`config.mk`:
```
export PLATFORM = sky130hd
export DESIGN_NAME = accel_step_detector_core
export DESIGN_NICKNAME = d
export VERILOG_FILES = /design/src/rtl/asd_pkg.sv /design/src/rtl/asd_mag.sv /design/src/rtl/accel_step_detector_core.sv
export SDC_FILE = /design/constraint.sdc
export NUM_CORES = 1
export LEC_CHECK = 0
export ABC_AREA = 1
export BUFFER_PORTS_ARGS = -buffer_cell sky130_fd_sc_hd__buf_2
export CORE_MARGIN = 2
export CORE_UTILIZATION = 40
export CTS_CLUSTER_DIAMETER = 30
export CTS_CLUSTER_SIZE = 40
export DETAILED_ROUTE_END_ITERATION = 7
export PLACE_DENSITY = 0.63
export SYNTH_ARGS = -nofsm -noshare
export SYNTH_HDL_FRONTEND = slang
export SYNTH_SLANG_ARGS = --single-unit
```
`constraint.sdc`:
```
create_clock -name clk -period 9.4 [get_ports clk]
set_input_delay 2.35 -clock clk [delete_from_list [all_inputs] [get_ports clk]]
set_output_delay 2.35 -clock clk [all_outputs]
set_load 0.05 [all_outputs]
```
`src/rtl/asd_pkg.sv`:
```
`default_nettype none
// ----------------------------------------------------------------------------
// asd_pkg: shared types and constants of the step detector
// Request payload types, configuration register indexes and the constants
// of the moving-average filter.
// ----------------------------------------------------------------------------
package asd_pkg;

  localparam int MAG_W      = 16;
  localparam int TIME_W     = 32;
  localparam int STEP_W     = 24;
  localparam int CFG_W      = 16;
  localparam int CFG_IDX_W  = 2;

  localparam int AVG_LENGTH = 5;
  localparam int SUM_W      = MAG_W + $clog2(AVG_LENGTH);
  localparam int POS_W      = (AVG_LENGTH > 1) ? $clog2(AVG_LENGTH) : 1;

  // floor(sum / AVG_LENGTH) as (sum * RECIP_C) >> DIV_SHIFT, exact for any sum
  localparam int DIV_SHIFT  = SUM_W + $clog2(AVG_LENGTH) + 1;
  localparam int RECIP_W    = DIV_SHIFT + 1;
  localparam int PROD_W     = SUM_W + RECIP_W;
  localparam logic [RECIP_W-1:0] RECIP_C =
    RECIP_W'(((64'd1 << DIV_SHIFT) + AVG_LENGTH - 1) / AVG_LENGTH);

  localparam logic [STEP_W-1:0] STEP_MAX = {STEP_W{1'b1}};

  localparam logic [CFG_IDX_W-1:0] CFG_STEP_THRESHOLD = 2'd0;
  localparam logic [CFG_IDX_W-1:0] CFG_COOLDOWN_MS    = 2'd1;

  localparam logic [CFG_W-1:0] THRESHOLD_RESET = 16'd9356;
  localparam logic [CFG_W-1:0] COOLDOWN_RESET  = 16'd300;

  typedef struct packed {
    logic signed [15:0]  accel_x;
    logic signed [15:0]  accel_y;
    logic signed [15:0]  accel_z;
    logic [TIME_W-1:0]   time_ms;
  } asd_in_t;

  typedef struct packed {
    logic [MAG_W-1:0]  filtered_magnitude;
    logic              step_detected;
    logic [STEP_W-1:0] step_total;
  } asd_out_t;

endpackage : asd_pkg
`default_nettype wire

```
`src/rtl/asd_mag.sv`:
```
`default_nettype none
// ----------------------------------------------------------------------------
// asd_mag: bit-serial magnitude of a three-axis sample
// Sums the three squares one multiplier bit per cycle, then takes the floor
// square root one root bit (two radicand bits) per cycle.
// ----------------------------------------------------------------------------
module asd_mag
  import asd_pkg::*;
(
  input  wire logic               clk,
  input  wire logic               rst,
  input  wire logic               start,
  input  wire logic signed [15:0] accel_x,
  input  wire logic signed [15:0] accel_y,
  input  wire logic signed [15:0] accel_z,
  output logic                    done,
  output logic [MAG_W-1:0]        magnitude
);

  typedef enum logic [1:0] {
    P_IDLE,
    P_SQUARE,
    P_ROOT
  } phase_t;

  localparam int CNT_W = $clog2(MAG_W);
  localparam int ACC_W = 2 * MAG_W;
  localparam int REM_W = MAG_W + 2;

  phase_t             phase;
  logic [CNT_W-1:0]   count;
  logic [MAG_W-1:0]   mcand_x, mcand_y, mcand_z;
  logic [MAG_W-1:0]   mplr_x, mplr_y, mplr_z;
  logic [ACC_W-1:0]   acc;
  logic [ACC_W-1:0]   acc_next;
  logic [ACC_W-1:0]   rad;
  logic [REM_W-1:0]   rem;
  logic [REM_W-1:0]   rem_shift;
  logic [REM_W-1:0]   trial;
  logic [REM_W-1:0]   rem_next;
  logic [MAG_W-1:0]   root_next;

  function automatic logic [MAG_W-1:0] abs16(input logic signed [15:0] v);
    abs16 = v[15] ? MAG_W'(-v) : MAG_W'(v);
  endfunction

  always_comb begin
    acc_next = {acc[ACC_W-2:0], 1'b0}
             + (mplr_x[MAG_W-1] ? ACC_W'(mcand_x) : '0)
             + (mplr_y[MAG_W-1] ? ACC_W'(mcand_y) : '0)
             + (mplr_z[MAG_W-1] ? ACC_W'(mcand_z) : '0);
  end

  // restoring square root step: bring down two radicand bits, try 4*root+1
  always_comb begin
    rem_shift = {rem[REM_W-3:0], rad[ACC_W-1 -: 2]};
    trial     = {magnitude, 2'b01};
    if (rem_shift >= trial) begin
      rem_next  = rem_shift - trial;
      root_next = {magnitude[MAG_W-2:0], 1'b1};
    end else begin
      rem_next  = rem_shift;
      root_next = {magnitude[MAG_W-2:0], 1'b0};
    end
  end

  always_ff @(posedge clk) begin
    if (rst) begin
      phase <= P_IDLE;
      done  <= 1'b0;
      count <= '0;
    end else begin
      done <= 1'b0;
      unique case (phase)
        P_IDLE: begin
          if (start) begin
            mcand_x <= abs16(accel_x);
            mcand_y <= abs16(accel_y);
            mcand_z <= abs16(accel_z);
            mplr_x  <= abs16(accel_x);
            mplr_y  <= abs16(accel_y);
            mplr_z  <= abs16(accel_z);
            acc     <= '0;
            count   <= CNT_W'(MAG_W - 1);
            phase   <= P_SQUARE;
          end
        end
        P_SQUARE: begin
          acc    <= acc_next;
          mplr_x <= {mplr_x[MAG_W-2:0], 1'b0};
          mplr_y <= {mplr_y[MAG_W-2:0], 1'b0};
          mplr_z <= {mplr_z[MAG_W-2:0], 1'b0};
          count  <= count - 1'b1;
          if (count == '0) begin
            rad       <= acc_next;
            rem       <= '0;
            magnitude <= '0;
            count     <= CNT_W'(MAG_W - 1);
            phase     <= P_ROOT;
          end
        end
        P_ROOT: begin
          rad       <= {rad[ACC_W-3:0], 2'b00};
          rem       <= rem_next;
          magnitude <= root_next;
          count     <= count - 1'b1;
          if (count == '0) begin
            done  <= 1'b1;
            phase <= P_IDLE;
          end
        end
        default: phase <= P_IDLE;
      endcase
    end
  end

endmodule : asd_mag
`default_nettype wire

```
`src/rtl/accel_step_detector_core.sv`:
```
`default_nettype none
// ----------------------------------------------------------------------------
// accel_step_detector_core: step detector for three-axis accelerometer data
// Input request (in_valid/in_stall/in_data): one sample, x/y/z in raw counts
// and a millisecond timestamp. Output request (out_valid/out_stall/out_data):
// one result per sample with the moving-average magnitude, a step flag and
// the saturating step count.
// A sample passes from acceptance to a valid result through the bit-serial
// sum of squares, the bit-serial square root, the hand-over of the root,
// then the ring update, the scaling multiply and the step decision.
// The input reopens the cycle after the decision, so a new sample is taken
// only once the last is through. The result sits in an output register, so
// the next sample is accepted while a result waits; a stalled receiver
// holds the result and, once a second result is ready, holds the block in
// its decision cycle until the register frees.
// Registers (cfg_we/cfg_index/cfg_data): index 0 step threshold, index 1
// cooldown in ms; other indexes are ignored. Write only while idle.
// Reset (rst, synchronous) clears the magnitude ring, sum, step count and
// last step time and restores threshold 9356 and cooldown 300.
// ----------------------------------------------------------------------------
module accel_step_detector_core
  import asd_pkg::*;
(
  input  wire logic                 clk,
  input  wire logic                 rst,
  input  wire logic                 in_valid,
  output logic                      in_stall,
  input  wire asd_in_t              in_data,
  output logic                      out_valid,
  input  wire logic                 out_stall,
  output asd_out_t                  out_data,
  input  wire logic                 cfg_we,
  input  wire logic [CFG_IDX_W-1:0] cfg_index,
  input  wire logic [CFG_W-1:0]     cfg_data
);

  typedef enum logic [2:0] {
    S_IDLE,
    S_MAG,
    S_RING,
    S_SCALE,
    S_DECIDE
  } state_t;

  state_t              state;
  logic [CFG_W-1:0]    step_threshold;
  logic [CFG_W-1:0]    cooldown_ms;
  logic [MAG_W-1:0]    magnitude_ring [AVG_LENGTH];
  logic [POS_W-1:0]    ring_position;
  logic [SUM_W-1:0]    running_sum;
  logic [SUM_W-1:0]    running_sum_next;
  logic [STEP_W-1:0]   step_counter;
  logic [TIME_W-1:0]   last_step_time;
  logic [TIME_W-1:0]   sample_time;
  logic [PROD_W-1:0]   scaled;
  logic [MAG_W-1:0]    filtered;
  logic [TIME_W-1:0]   elapsed;
  logic                step_hit;
  logic                out_free;
  logic                accept;
  logic                mag_done;
  logic [MAG_W-1:0]    mag;

  assign in_stall = (state != S_IDLE);
  assign accept   = in_valid && !in_stall;
  assign out_free = !out_valid || !out_stall;

  asd_mag u_mag (
    .clk       (clk),
    .rst       (rst),
    .start     (accept),
    .accel_x   (in_data.accel_x),
    .accel_y   (in_data.accel_y),
    .accel_z   (in_data.accel_z),
    .done      (mag_done),
    .magnitude (mag)
  );

  always_comb begin
    running_sum_next = running_sum - SUM_W'(magnitude_ring[ring_position]) + SUM_W'(mag);
    filtered         = scaled[DIV_SHIFT +: MAG_W];
    elapsed          = sample_time - last_step_time;
    step_hit         = (filtered > step_threshold) && (elapsed > TIME_W'(cooldown_ms));
  end

  always_ff @(posedge clk) begin
    if (rst) begin
      step_threshold <= THRESHOLD_RESET;
      cooldown_ms    <= COOLDOWN_RESET;
    end else if (cfg_we) begin
      unique case (cfg_index)
        CFG_STEP_THRESHOLD: step_threshold <= cfg_data;
        CFG_COOLDOWN_MS:    cooldown_ms    <= cfg_data;
        default: ;
      endcase
    end
  end

  always_ff @(posedge clk) begin
    if (rst) begin
      state          <= S_IDLE;
      out_valid      <= 1'b0;
      ring_position  <= '0;
      running_sum    <= '0;
      step_counter   <= '0;
      last_step_time <= '0;
      for (int i = 0; i < AVG_LENGTH; i++) begin
        magnitude_ring[i] <= '0;
      end
    end else begin
      if (out_valid && !out_stall) begin
        out_valid <= 1'b0;
      end
      unique case (state)
        S_IDLE: begin
          if (accept) begin
            sample_time <= in_data.time_ms;
            state       <= S_MAG;
          end
        end
        S_MAG: begin
          if (mag_done) begin
            state <= S_RING;
          end
        end
        S_RING: begin
          magnitude_ring[ring_position] <= mag;
          running_sum                   <= running_sum_next;
          if (ring_position == POS_W'(AVG_LENGTH - 1)) begin
            ring_position <= '0;
          end else begin
            ring_position <= ring_position + 1'b1;
          end
          state <= S_SCALE;
        end
        S_SCALE: begin
          scaled <= PROD_W'(running_sum) * PROD_W'(RECIP_C);
          state  <= S_DECIDE;
        end
        S_DECIDE: begin
          // hold until the output register can take the result
          if (out_free) begin
            out_valid                   <= 1'b1;
            out_data.filtered_magnitude <= filtered;
            out_data.step_detected      <= step_hit;
            if (step_hit) begin
              last_step_time <= sample_time;
              if (step_counter != STEP_MAX) begin
                step_counter          <= step_counter + 1'b1;
                out_data.step_total   <= step_counter + 1'b1;
              end else begin
                out_data.step_total   <= step_counter;
              end
            end else begin
              out_data.step_total <= step_counter;
            end
            state <= S_IDLE;
          end
        end
        default: state <= S_IDLE;
      endcase
    end
  end

endmodule : accel_step_detector_core
`default_nettype wire
```
; ---- After elaboration in Yosys (flattened, before gate mapping)
; Memories as Yosys holds them, arrays and structs flattened. A register that Yosys moved wholly into a read port is not among the register bits.
; Cells that the tools add are included.
[classes]
add_sub_neg = 13
div = 0
n_shift = 0
n_bitwise = 2
multipliers = 1
eq_ne = 15
n_mux = 50
reduce_logical = 30
n_lt_le_gt_ge = 3
[ops]
columns = cell, count
row1 = 16-bit two-way mux, 13
row2 = 16-bit case mux with 2 select lines, 5
row3 = 32-bit by 16-bit adder with 32-bit output, 2
row4 = 32-bit case mux with 2 select lines, 1
row5 = 31-bit case mux with 2 select lines, 1
row6 = 24-bit two-way mux, 2
row7 = 16-bit negator, 3
row8 = "19-bit by 20-bit multiplier with 38-bit output, second input constant", 1
row9 = 32-bit adder, 1
row10 = 32-bit by 16-bit > comparator with 1-bit output, 1
row11 = 32-bit two-way mux, 1
row12 = 32-bit subtractor, 1
row13 = 31-bit two-way mux, 1
row14 = "24-bit by 1-bit adder with 24-bit output, second input constant", 1
row15 = "24-bit inequality test, second input constant", 1
row16 = 3-bit AND reduction, 8
row17 = 3-bit two-way mux, 7
row18 = 19-bit by 16-bit adder with 19-bit output, 1
row19 = 19-bit by 16-bit subtractor with 19-bit output, 1
row20 = 18-bit greater-or-equal comparator, 1
row21 = 16-bit > comparator, 1
row22 = 16-bit OR reduction, 1
row23 = 16-bit subtractor, 1
row24 = 3-bit case mux with 5 select lines, 1
row25 = 25 further kinds, 57
[totals]
in_bits = 103
mem_count = 1
mem_bits_rw = 80
rom_bits = 0
out_inout_bits = 43
latchBits = 0
word_cells = 141
regBits = 423
[mem_list]
columns = name, depth, word_bits, rd, rd_ports_with_merged_regs, wr, line
row1 = magnitude_ring, 5, 16, 1, 1, 5, accel_step_detector_core.sv:48  ; logic [MAG_W-1:0] magnitude_ring [AVG_LENGTH];

; ---- Depth between registers and ports, before layout
[depth]
word_depth = 6
mapped_depth = 32
mapped_depth_nobuf = 31

; ---- Modules after synthesis
; From an unflattened synthesis, not the netlist that was laid out.
[hier_totals]
hier_cells = 4469
area_unflattened_um2 = 36336.1
[modules_own_cells]
columns = module, area_each_um2, seq_area_each_um2, n_inst, cells_per_inst
row1 = accel_step_detector_core, 23623.9, 8858.5, 1, 2898
row2 = asd_mag, 12712.2, 5875.6, 1, 1571

; ---- Least setup slack after synthesis
; No wires, ideal clock.
[synth_path]
path_type = input-to-reg
from = input port rst
to = register u_mag.acc[0], enable pin
n_path_buf = 2
path_slack_ps = 170
arrival_time_ps = 8596
setup_ps = 634
t_required_ps = 8766
cell_stages = 3
path_cell_list = clkbuf_1 -> buf_1 -> a211oi_1
[synth_between]
elab_chain_cells = 2
[synth_rtl]
columns = element, line
row1 = start: declaration, accel_step_detector_core.sv:25  ; input wire logic rst,
row2 = 1-bit NOT (no line), --
row3 = 3-bit AND reduction (no line), --
row4 = end signal: assignment, asd_mag.sv:89  ; acc <= acc_next;
row5 = end: declaration, asd_mag.sv:34  ; logic [ACC_W-1:0] acc;
; Every way passes these cells.
; A chain may end at the register's enable or synchronous reset.

; ---- Final worst setup path
[layout_path]
from = register running_sum[8]
to = register scaled[38] (data pin)
[layout_between]
elab_chain_cells = 1
[layout_rtl]
columns = element, line
row1 = start: declaration, accel_step_detector_core.sv:50  ; logic [SUM_W-1:0] running_sum;
row2 = start signal: assignment, accel_step_detector_core.sv:128  ; running_sum <= running_sum_next;
row3 = 19-bit by 20-bit multiplier with 38-bit output, accel_step_detector_core.sv:137  ; scaled <= PROD_W'(running_sum) * PROD_W'(RECIP_C);
row4 = end signal: assignment, accel_step_detector_core.sv:137
row5 = end: declaration, accel_step_detector_core.sv:55  ; logic [PROD_W-1:0] scaled;
; Every way passes these cells.

==> results_dict.tcl <==
set metrics [dict create \
    drv_cap 0 \
    core-area_um2 86800 \
    power.leakage_nw 19.2 \
    cpMaxStageDelayCell "fa_1" \
    critPathBufInv 7 \
    cp_top_family "adder cells" \
    max_clock_freq_ghz 0.176 \
    cts_buffer_depth 3 \
    drive_above_1_share 0.101 \
    gr-total-overflow 0 \
    fin_skew_ns 0.0849 \
    crit_chain "inv_1 -> ha_1 -> inv_1 -> fa_1 -> fa_1 -> inv_1 -> fa_1 -> inv_1 -> fa_1 -> inv_1 -> fa_1 -> inv_1 -> ha_1 -> a21oi_1 -> inv_1 -> a31oi_1 -> o21ai_0 -> a221oi_1 -> nand2_1 -> nand3b_1 -> nand2_1 -> nand2_1 -> nand2_1" \
    grt_usage 0.190 \
    crit_path_end_kind "flop" \
    tightest_slew_ns 1.14 \
    grt_max_degree 94 \
    antenna_left 0 \
    synth_seq_cells 532 \
    cellPowerDensity_nw_per_um2 253 \
    finalHoldViolations 0 \
    worst_ep_arrival_time_ns 6.12 \
    worstPathRequired_ns 9.83 \
    syn_inst 4080 \
    die_area_um2 90000 \
    vdd_drop_max_mv 0.186 \
    antenna_found_initial 0 \
    drtIter0Drc 1501 \
    cts_made_buffers 121 \
    synth_top_flop_cell "edfxtp_1" \
    relSlewSlack 0.237 \
    multi_input_area_um2 17200 \
    grt_pass1_vias 26724 \
    final_cell_mix "nand2_1, inv_1, nor2_1" \
    fin_ws_ns 3.71 \
    ys_warn_count 0 \
    clock_latency_ns 0.71 \
    min_path_type "reg2reg" \
    path_common_cell "inv_1" \
    period_share 0.606 \
    firstDrtPassIters 6 \
    path_class "reg2reg" \
    critPathMaxStageDelay_ns 0.62 \
    synth_edf_count 408 \
    dieWidth_um 300 \
    grt_pass1_wl_um 138000 \
    area_growth_pct 17.3 \
    regArea_um2 14700 \
    hold_ws_ns 0.458 \
    start_kind "flop" \
    antenna_cells 0 \
    cts_resized 0 \
    grt_setup_unrepaired "no" \
    slew_viol_final 0 \
    setup_violations 0 \
    nets 4774 \
    vias 27053 \
    finalCriticalPeriod_ns 5.69 \
    routedWlPerCell_um 15.4 \
    path_clk_slew_ns 0.05 \
    fillers 8340 \
    status "finished clean" \
    htreeDepth 3 \
    mostFrequentLayoutCell "nand2_1" \
    finalSetupTns_ns 0 \
    die_y_um 300 \
    io_pins 146 \
    yosysSeqAreaShare 0.421 \
    hold_buffers 0 \
    tritoncts "done" \
    netlist_area_um2 35000 \
    drc 0 \
    p_total_mw 10.4 \
    place_hpwl_um 62600 \
    cts_sinks 532 \
    place_congestion 0.905 \
    initial_core_util 0.404 \
    routed_wl_um 85100 \
    async_reset_ff_frac 0 \
    synthesis.nets 4593 \
    via_per_inst 4.90 \
    fin_util 0.474 \
    yosysUniqueCellTypes 56 \
    port_buffers 145 \
    syn_area_per_cell_um2 8.59 \
    cts-root-buf "clkbuf_16" \
    dp_slack_ns 3.69 \
    cts_setup_buffers 0 \
    crit_fanout 5 \
    placementRows 108 \
]
## cell usage after synthesis (3+ instances only)
cell | n | area (um^2)
nand2_1 | 858 | 3220
inv_1 | 722 | 2710
nor2_1 | 458 | 1720
edfxtp_1 | 408 | 12300
ha_1 | 263 | 3290
o21ai_0 | 219 | 1100
a21oi_1 | 205 | 1030
fa_1 | 147 | 2940
nand3_1 | 139 | 696
dfxtp_1 | 124 | 2480
xor2_1 | 85 | 744
clkbuf_1 | 78 | 293
xnor2_1 | 41 | 359
nor3_1 | 40 | 200
nand4_1 | 36 | 225
a31oi_1 | 29 | 181
nand2_2 | 28 | 175
nor4_1 | 20 | 125
o211ai_1 | 17 | 128
o22ai_1 | 16 | 100
buf_1 | 13 | 48.8
nand3b_1 | 13 | 97.6
o21a_1 | 11 | 82.6
or2_2 | 9 | 56.3
a21o_1 | 8 | 60.1
o21bai_1 | 8 | 60.1
a211oi_1 | 7 | 52.6
buf_4 | 7 | 52.6
nor2_2 | 7 | 43.8
o21ai_1 | 7 | 35.0
o31ai_1 | 7 | 52.6
a221oi_1 | 6 | 52.6
and2_1 | 5 | 31.3
buf_2 | 4 | 20.0
inv_2 | 4 | 15.0
nor3_2 | 3 | 30.0
nor3b_1 | 3 | 22.5
## per-stage QoR
stage | instance area (um^2) | std cells
after global placement | 37000 | 5293
after floorplan | 35000 | 4080
after CTS | 41100 | 5521
final | 41100 | 5521
after detailed placement | 37000 | 5293
after global routing | 41100 | 5521
## sequential cells by signal, indices dropped and copies added, names as in the netlist, 19 cells and up, named ones only
signal          cells
last_step_time     32
u_mag.acc          31
sample_time        32
running_sum        19
u_mag.rad          32
step_counter       24
magnitude_ring    128
out_data           41
## layer usage
layer	GRT usage	part of all wire
met1	0.247	0.45
met5	0	0
met2	0.323	0.48
met3	0.0309	0.048
met4	0.0588	0.024
## cells by family (layout without fill, tap and decap cells)
group	after synthesis	in the layout	share of synthesized area
xor+xnor	126	126	0.0315
simple gates	1630	1630	0.193
fa+ha+maj	410	410	0.178
buf+inv	833	1119	0.0910
flops	532	532	0.421
compound gates	549	549	0.0860
## power breakdown
part	switching, mW	internal, mW	leakage, nW
Clock	1.42	2.73	1.96
Sequential	0.145	3.01	4.87
Combinational	2.03	1.06	12.4
Total	3.59	6.79	19.2
## worst reg2reg max path, delay by kind of cell (launching register included)
family,cells,cell delay (ns)
AND/OR/NAND/NOR,5,0.49
flip-flops,1,0.38
buffers and inverters,7,0.54
adder cells (fa/ha/maj),7,3.29
AO/OA/AOI/OAI,4,0.74
## final timing paths
path                                       start          endpoint  slack (ns)  cells after the start
worst max-delay path              running_sum[8]        scaled[38]        3.71                     23
worst min-delay path            u_mag.mplr_y[14]  u_mag.mplr_y[15]        0.46                      2
worst max register to register    running_sum[8]        scaled[38]        3.71                     23
worst min register to register  u_mag.mplr_y[14]  u_mag.mplr_y[15]        0.46                      2
## layout make-up
| cell class | instances | share of cell area |
|---|---|---|
| inverters | 728 | 0.0665 |
| well taps | 1155 | 0.0352 |
| flip-flops and latches | 532 | 0.359 |
| clock inverters | 89 | 0.0236 |
| repair buffers | 163 | 0.0210 |
| clock buffers | 139 | 0.0768 |
| multi-input cells | 2715 | 0.418 |
(Power assumes the default switching activity.)
